**config.mk**
```make
export PLATFORM = sky130hd
export DESIGN_NAME = crc8_frame_receive_checker_unit
export DESIGN_NICKNAME = d
export VERILOG_FILES = /design/src/hdl/crcfc_pkg.sv /design/src/hdl/crcfc_step.sv /design/src/hdl/crc8_frame_receive_checker_unit.sv
export SDC_FILE = /design/constraint.sdc
export NUM_CORES = 1
export LEC_CHECK = 0
export ABC_AREA = 1
export BUFFER_PORTS_ARGS = -buffer_cell sky130_fd_sc_hd__buf_2
export CAP_MARGIN = 20
export CORE_MARGIN = 1
export CORE_UTILIZATION = 50
export CTS_CLUSTER_DIAMETER = 200
export DETAILED_ROUTE_END_ITERATION = 10
export GPL_TIMING_DRIVEN = 0
export PLACE_DENSITY = 0.75
export SETUP_SLACK_MARGIN = 0.1
export SLEW_MARGIN = 10
export SYNTH_ARGS = -nofsm -noshare
export SYNTH_HDL_FRONTEND = slang
export SYNTH_HIERARCHICAL = 1
export SYNTH_SLANG_ARGS = --single-unit
```
**constraint.sdc**
```tcl
create_clock -name clk -period 7.95 [get_ports clk]
set_input_delay 1.1925 -clock clk [delete_from_list [all_inputs] [get_ports clk]]
set_output_delay 1.1925 -clock clk [all_outputs]
set_load 0.05 [all_outputs]
```
**src/hdl/crcfc_pkg.sv**
```systemverilog
// shared types, codes and the crc-8 step for the frame receive checker
package crcfc_pkg;

  localparam int unsigned CfgIdxW  = 4;
  localparam int unsigned MinFrame = 7;

  typedef enum logic [CfgIdxW-1:0] {
    CFG_HEADER_FIRST  = 4'd0,
    CFG_HEADER_SECOND = 4'd1,
    CFG_OWN_ADDRESS   = 4'd2,
    CFG_TYPE_DATA     = 4'd3,
    CFG_TYPE_COMMAND  = 4'd4,
    CFG_CODE_CONTROL  = 4'd5,
    CFG_CODE_QUERY    = 4'd6,
    CFG_CODE_RESET    = 4'd7
  } cfg_idx_t;

  typedef enum logic [2:0] {
    ST_OK      = 3'd0,
    ST_SHORT   = 3'd1,
    ST_HEADER  = 3'd2,
    ST_LENGTH  = 3'd3,
    ST_CRC     = 3'd4,
    ST_ADDRESS = 3'd5,
    ST_TYPE    = 3'd6,
    ST_CODE    = 3'd7
  } status_t;

  typedef enum logic [1:0] {
    CMD_CONTROL = 2'd0,
    CMD_QUERY   = 2'd1,
    CMD_RESET   = 2'd2
  } command_t;

  typedef struct packed {
    logic [7:0] header_first;
    logic [7:0] header_second;
    logic [7:0] own_address;
    logic [7:0] type_data_value;
    logic [7:0] type_command_value;
    logic [7:0] code_control;
    logic [7:0] code_query;
    logic [7:0] code_reset;
  } cfg_t;

  typedef struct packed {
    logic [7:0]      byte_count;
    logic [7:0]      crc_acc;
    logic [7:0]      length_byte;
    logic            header_good;
    logic [2:0][7:0] field_bytes;
    logic [2:0][7:0] arg_bytes;
    logic [7:0]      stored_crc;
  } frame_t;

  typedef struct packed {
    status_t    status;
    command_t   command;
    logic [7:0] frame_len;
    logic [7:0] switch_byte;
    logic [7:0] gear_byte;
    logic [7:0] level_byte;
  } result_t;

  // reflected polynomial 0x31, one byte per call
  function automatic logic [7:0] crc8_step(input logic [7:0] crc, input logic [7:0] b);
    logic [7:0] v;
    v = crc ^ b;
    for (int k = 0; k < 8; k++) begin
      v = v[0] ? ((v >> 1) ^ 8'h8C) : (v >> 1);
    end
    return v;
  endfunction

endpackage

```
**src/hdl/crcfc_step.sv**
```systemverilog
// per-byte frame state update and end-of-frame verdict
module crcfc_step (
  input  crcfc_pkg::frame_t  frame,
  input  crcfc_pkg::cfg_t    cfg,
  input  logic [7:0]         byte_value,
  input  logic               last_byte,
  output crcfc_pkg::frame_t  frame_nxt,
  output crcfc_pkg::result_t result
);
  import crcfc_pkg::*;

  frame_t     upd;
  logic [7:0] idx;
  status_t    status;
  command_t   command;

  assign idx = frame.byte_count;

  always_comb begin
    upd = frame;
    if (idx != 8'hFF) begin
      if (idx == 8'd0) begin
        upd.header_good = (byte_value == cfg.header_first);
      end else if (idx == 8'd1) begin
        upd.header_good = frame.header_good && (byte_value == cfg.header_second);
      end else if (idx == 8'd2) begin
        upd.length_byte = byte_value;
      end else if (idx == 8'd3) begin
        upd.field_bytes[0] = byte_value;
      end else if (idx == 8'd4) begin
        upd.field_bytes[1] = byte_value;
      end else if (idx == 8'd5) begin
        upd.field_bytes[2] = byte_value;
      end else if (idx == 8'd6) begin
        upd.arg_bytes[0] = byte_value;
      end else if (idx == 8'd7) begin
        upd.arg_bytes[1] = byte_value;
      end else if (idx == 8'd8) begin
        upd.arg_bytes[2] = byte_value;
      end
      if (idx >= 8'd2 && ({1'b0, idx} + 9'd2) <= {1'b0, upd.length_byte}) begin
        upd.crc_acc = crc8_step(frame.crc_acc, byte_value);
      end
      if (idx >= 8'd2 && ({1'b0, idx} + 9'd1) == {1'b0, upd.length_byte}) begin
        upd.stored_crc = byte_value;
      end
      upd.byte_count = idx + 8'd1;
    end
  end

  always_comb begin
    status  = ST_OK;
    command = CMD_CONTROL;
    if (upd.byte_count < 8'(MinFrame)) begin
      status = ST_SHORT;
    end else if (!upd.header_good) begin
      status = ST_HEADER;
    end else if (upd.length_byte > upd.byte_count || upd.length_byte < 8'(MinFrame)) begin
      status = ST_LENGTH;
    end else if (upd.crc_acc != upd.stored_crc) begin
      status = ST_CRC;
    end else if (upd.field_bytes[0] != cfg.own_address) begin
      status = ST_ADDRESS;
    end else if (upd.field_bytes[1] != cfg.type_data_value &&
                 upd.field_bytes[1] != cfg.type_command_value) begin
      status = ST_TYPE;
    end else if (upd.field_bytes[2] == cfg.code_control) begin
      command = CMD_CONTROL;
    end else if (upd.field_bytes[2] == cfg.code_query) begin
      command = CMD_QUERY;
    end else if (upd.field_bytes[2] == cfg.code_reset) begin
      command = CMD_RESET;
    end else begin
      status = ST_CODE;
    end
  end

  always_comb begin
    result.status      = status;
    result.command     = (status == ST_OK) ? command : CMD_CONTROL;
    result.frame_len   = upd.length_byte;
    result.switch_byte = (status == ST_OK) ? upd.arg_bytes[0] : 8'd0;
    result.gear_byte   = (status == ST_OK) ? upd.arg_bytes[1] : 8'd0;
    result.level_byte  = (status == ST_OK) ? upd.arg_bytes[2] : 8'd0;
  end

  assign frame_nxt = last_byte ? '0 : upd;

endmodule

```
**src/hdl/crc8_frame_receive_checker_unit.sv**
```systemverilog
// top level of the crc-8 framed command receive checker
//
//   channel  | direction | payload
//   ---------+-----------+------------------------------------------------
//   in_      | sink      | tdata: byte_value; tlast: last_byte
//   out_     | source    | tdata: status, command, length, bytes 6..8
//   cfg_     | sink      | index + data, one 8-bit register per write
//
// one byte per cycle enters the input register, except while a last byte
// waits there; from that register the byte updates the frame state and,
// if last, loads the result register, whose valid flag drives out_tvalid.
// a last byte waits in the input register only while the result register
// is full and not taken; other bytes never stall.
// rst_n clears the frame state and both valid flags; config gets defaults.
module crc8_frame_receive_checker_unit (
  input  logic                                clk,
  input  logic                                rst_n,
  input  logic                                in_tvalid,
  output logic                                in_tready,
  input  logic [7:0]                          in_tdata,   // [7:0] byte_value
  input  logic                                in_tlast,
  output logic                                out_tvalid,
  input  logic                                out_tready,
  // [2:0] status, [4:3] command, [12:5] frame_len, [20:13] switch_byte,
  // [28:21] gear_byte, [36:29] level_byte, [39:37] zero
  output logic [39:0]                         out_tdata,
  input  logic                                cfg_valid,
  output logic                                cfg_ready,
  input  logic [crcfc_pkg::CfgIdxW-1:0]       cfg_index,
  input  logic [7:0]                          cfg_data
);
  import crcfc_pkg::*;

  cfg_t       cfg_r;
  frame_t     frame_r;
  frame_t     frame_nxt;
  result_t    result;
  result_t    out_r;
  logic       out_valid_r;
  logic       s1_valid_r;
  logic [7:0] s1_byte_r;
  logic       s1_last_r;
  logic       out_free;
  logic       advance;

  assign cfg_ready = 1'b1;
  assign out_free  = !out_valid_r || out_tready;
  assign advance   = s1_valid_r && (!s1_last_r || out_free);
  assign in_tready = !s1_valid_r || advance;

  always_ff @(posedge clk) begin
    if (!rst_n) begin
      cfg_r.header_first       <= 8'hA5;
      cfg_r.header_second      <= 8'hA5;
      cfg_r.own_address        <= 8'hB1;
      cfg_r.type_data_value    <= 8'h00;
      cfg_r.type_command_value <= 8'h80;
      cfg_r.code_control       <= 8'h01;
      cfg_r.code_query         <= 8'h02;
      cfg_r.code_reset         <= 8'h7D;
    end else if (cfg_valid && cfg_ready) begin
      unique case (cfg_idx_t'(cfg_index))
        CFG_HEADER_FIRST:  cfg_r.header_first       <= cfg_data;
        CFG_HEADER_SECOND: cfg_r.header_second      <= cfg_data;
        CFG_OWN_ADDRESS:   cfg_r.own_address        <= cfg_data;
        CFG_TYPE_DATA:     cfg_r.type_data_value    <= cfg_data;
        CFG_TYPE_COMMAND:  cfg_r.type_command_value <= cfg_data;
        CFG_CODE_CONTROL:  cfg_r.code_control       <= cfg_data;
        CFG_CODE_QUERY:    cfg_r.code_query         <= cfg_data;
        CFG_CODE_RESET:    cfg_r.code_reset         <= cfg_data;
        default: ;
      endcase
    end
  end

  crcfc_step u_step (
    .frame      (frame_r),
    .cfg        (cfg_r),
    .byte_value (s1_byte_r),
    .last_byte  (s1_last_r),
    .frame_nxt  (frame_nxt),
    .result     (result)
  );

  // input register
  always_ff @(posedge clk) begin
    if (!rst_n) begin
      s1_valid_r <= 1'b0;
    end else if (in_tready) begin
      s1_valid_r <= in_tvalid;
    end
  end

  always_ff @(posedge clk) begin
    if (in_tready && in_tvalid) begin
      s1_byte_r <= in_tdata;
      s1_last_r <= in_tlast;
    end
  end

  // frame state
  always_ff @(posedge clk) begin
    if (!rst_n) begin
      frame_r <= '0;
    end else if (advance) begin
      frame_r <= frame_nxt;
    end
  end

  // result register
  always_ff @(posedge clk) begin
    if (!rst_n) begin
      out_valid_r <= 1'b0;
    end else if (advance && s1_last_r) begin
      out_valid_r <= 1'b1;
    end else if (out_tready) begin
      out_valid_r <= 1'b0;
    end
  end

  always_ff @(posedge clk) begin
    if (advance && s1_last_r) begin
      out_r <= result;
    end
  end

  assign out_tvalid = out_valid_r;
  assign out_tdata  = {3'b000, out_r.level_byte, out_r.gear_byte, out_r.switch_byte,
                       out_r.frame_len, out_r.command, out_r.status};

  a_fail_zero_payload: assert property (@(posedge clk) disable iff (!rst_n)
    (out_valid_r && out_r.status != ST_OK) |->
      (out_r.command == CMD_CONTROL && out_r.switch_byte == 8'd0 &&
       out_r.gear_byte == 8'd0 && out_r.level_byte == 8'd0))
    else $error("failed frame carries command payload");

  a_ok_min_length: assert property (@(posedge clk) disable iff (!rst_n)
    (out_valid_r && out_r.status == ST_OK) |-> out_r.frame_len >= 8'(MinFrame))
    else $error("good frame shorter than minimum");

  a_clear_after_last: assert property (@(posedge clk) disable iff (!rst_n)
    (advance && s1_last_r) |=> (frame_r == '0))
    else $error("frame state not cleared after last item");

  a_last_waits: assert property (@(posedge clk) disable iff (!rst_n)
    (s1_valid_r && s1_last_r && !out_free) |-> (!in_tready && !advance))
    else $error("last item passed a full result register");

endmodule

```
==> flow_summary.yaml <==
outcome:
  status: "finished clean"
clocking:
  clk_pin_slew_ns: 0.07
  root_buffer: "clkbuf_16"
  postCtsHoldBufs: 0
  cts_tree: "done"
  clkLatencyLatePin_ns: 0.44
  post_cts_buffers: 0
  clock_sinks: 193
  clockBufferDepth: 2
  h-tree-depth: 4
  cts_buffers: 17
  cts-resized-gates: 0
floorplan:
  die-area_um2: 23900
  pin_count: 69
  die_h_um: 155
  core_um2: 22700
  fp.dieW_um: 155
  start_util_pct: 51.3
  num_rows: 55
timing:
  fin_skew_ns: 0.0130
  drv_slew: 0
  setup_tns_ns: 0
  relSlewSlack_pct: 27.5
  worst_slew_pin_slew_ns: 1.08
  finalHoldViolCount: 0
  setup_violations: 0
  fmax_ghz: 0.190
  hold-worst-slack_ns: 0.479
  fin_crit_sh_pct: 66.3
  rsz0062_at_grt: "no"
  worst_slack_ns: 2.68
  min_period_ns: 5.27
placement:
  io_buffers: 63
  dpl.cell_count: 2016
  gp_congestion: 0.950
  hpwlAfterDp_mm: 24.0
  pre_cts_slack_ns: 2.90
synth:
  avgSynthCellArea_um2: 6.99
  synth_top_family_by_area: "simple AND/OR/NAND/NOR gates"
  muxShareOfSynthArea_pct: 0
  synth_edf_count: 46
  syn-cell-area_um2: 11600
  seq_area_frac_synth_pct: 37.1
  synthSimpleGateAreaFrac_pct: 41.0
  synthDistinctLibCells: 48
  synth_warnings: 6
  synth-main-ff-cell: "dfxtp_1"
  yosys.area.top_type: "dfxtp_1"
  synth_fa_ha_area_share_pct: 2.26
  async_flop_share_pct: 0
  synth_top_area_share_pct: 25.3
  synthTopCellsByArea: "dfxtp_1, nand2_1, nor2_1, edfxtp_1, nand3b_1"
  syn_inst: 1665
  synth_compound_area_share_pct: 4.66
  synth_xor_area_share_pct: 6.54
  synth-seq-cells: 193
detailed_routing:
  drc: 0
  routed_wl_mm: 32.3
  drtIter0Drc: 744
  wl_per_cell_um: 15.8
  via_count: 10891
  ant_nets: 0
  first_pass_iters: 6
  viasPerCell: 5.32
setup_path:
  worst_setup_path_start_kind: "register"
  path_common_cell: "nand2_1"
  critPathMaxFanout: 10
  cp.arrival_ns: 5.45
  critPathKind: "register to register"
  required_ns: 8.13
  slowest_delay_ns: 0.84
  r2r_start: "frame_r[74]$_SDFFE_PN0P_"
  r2r_end: "out_tdata[19]$_DFFE_PP_"
  critPathSlowestCell: "o21ai_0"
  cp_num_buf_inv: 6
  startpoint: "frame_r[74]$_SDFFE_PN0P_"
  reg2reg_slack_ns: 2.68
  r2r_cells: 33
  end_kind: "register"
  critical-path-top-delay-family: "simple AND/OR/NAND/NOR gates"
global_routing:
  grt_pass1_wl_mm: 51.5
  antenna_found_initial: 0
  grt_usage_pct: 27.7
  met1_usage_pct: 34.3
  grt_pass1_vias: 10056
  top_usage_layer: "met2"
  grt_overflow: 0
  use_met2_pct: 47.5
  grt_use_met3_pct: 4.31
  grt_max_degree: 38
min_path:
  hold_depth: 2
  min_from: "frame_r[15]$_SDFFE_PN0P_"
  whs_endpoint: "frame_r[15]$_SDFFE_PN0P_"
  min_path_type: "register to register"
pwr:
  irDropWorstVdd_mv: 0.142
  p_leak_nw: 5.92
  powerDensity_nw_per_um2: 193
  finalPower_mw: 2.50
final_layout:
  final_nets: 1797
  drive_gt1_share_pct: 12.6
  syn2layout_area_growth_pct: 10.9
  antenna_cells: 0
  instances_no_fill: 2048
flow_run:
  drv_cap: 0
==> layout make-up <==
cell class	count	area (um^2)
fillers	2168	9800
multi-input cells	1258	6360
flip-flops and latches	193	4320
inverters	129	487
plain buffers	87	482
clock buffers	19	433
well taps	285	357
repair buffers	64	320
clock inverters	13	145
==> how the worst max path moves through the flow <==
stage                                          to  slack [ns]  cells past startpoint
after detailed placement  out_tdata[14]$_DFFE_PP_        2.90                     33
after global routing      out_tdata[19]$_DFFE_PP_        2.46                     33
after global placement    out_tdata[29]$_DFFE_PP_        2.94                     33
after floorplan           out_tdata[14]$_DFFE_PP_        4.22                     33
final                     out_tdata[19]$_DFFE_PP_        2.68                     33
after CTS                 out_tdata[14]$_DFFE_PP_        2.86                     33
==> per-layer routing <==
metal,up-vias,share of wire [%]
met2,392,47
li1,5409,-
met3,89,6.4
met4,0,3.7
met5,-,0
met1,5001,43
==> stage by stage <==
step	util, %	cell area [um^2]
3_3_place_gp	54.3	12300
6_report	56.9	12900
3_5_place_dp	54.3	12300
5_1_grt	56.9	12900
2_1_floorplan	-	11700
4_1_cts	56.9	12900
==> layout by cell type (no fill, tap or decap), types with 2 or more instances in the layout <==
master and n:
a21oi_1 19, buf_1 11, buf_2 85, buf_4 8
buf_6 10, clkbuf_1 36, clkbuf_16 17, clkbuf_8 2
clkinvlp_4 2, conb_1 4, dfxtp_1 147, edfxtp_1 46
ha_1 21, inv_1 122, inv_2 6, inv_6 6
inv_8 2, nand2_1 421, nand2_2 13, nand2_4 3
nand3_1 61, nand3_2 7, nand3_4 2, nand3b_1 86
nand4_1 28, nor2_1 370, nor2_2 25, nor2_4 13
nor3_1 7, nor3b_1 3, nor4_1 2, o211ai_1 5
o21ai_0 46, o21ai_1 9, o21ai_2 8, or2_2 5
xnor2_1 31, xor2_1 56
==> synthesized netlist by cell type, types with 5 or more instances <==
cell type  count
xor2_1        56
edfxtp_1      46
inv_2          5
o211ai_1       5
buf_6         10
nand4_1       28
a21oi_1       19
nand2_1      421
o21ai_0       46
nand2_2       13
dfxtp_1      147
nand3_2        7
nor3_1         7
nand3_1       61
inv_1        123
xnor2_1       31
nor2_4        13
buf_2         21
o21ai_2        8
clkbuf_1      34
buf_1         11
buf_4          8
ha_1          21
nand3b_1      86
nor2_1       370
nor2_2        25
o21ai_1        9
or2_2          5
==> registers in the layout, summed over array words and instances (netlist names) <==
register,count
cfg_r,64
frame_r,81
out_tdata,37
out_tvalid,1
s1_byte_r,8
s1_last_r,1
s1_valid_r,1
==> worst register-to-register path, delay by kind of cell (launching register included) <==
family | cells | cell delay (ns)
buffers and inverters | 6 | 0.95
AND/OR/NAND/NOR | 24 | 2.32
flip-flops | 1 | 0.46
adder cells (fa/ha/maj) | 2 | 0.48
AO/OA/AOI/OAI | 1 | 0.84
==> where the power goes <==
group	internal, mW	switching, mW
Clock	0.446	0.415
Combinational	0.186	0.378
Sequential	1.04	0.0277
Total	1.68	0.821
==> logic make-up (layout without fill, tap and decap cells) <==
family | count (synthesis) | in the layout
AO/OA/AOI/OAI | 95 | 95
XOR/XNOR | 87 | 87
adder cells (fa/ha/maj) | 21 | 21
buffers and inverters | 216 | 312
flip-flops | 193 | 193
other | 2 | 4
AND/OR/NAND/NOR | 1051 | 1051
Power figures use the tool's default switching activity.
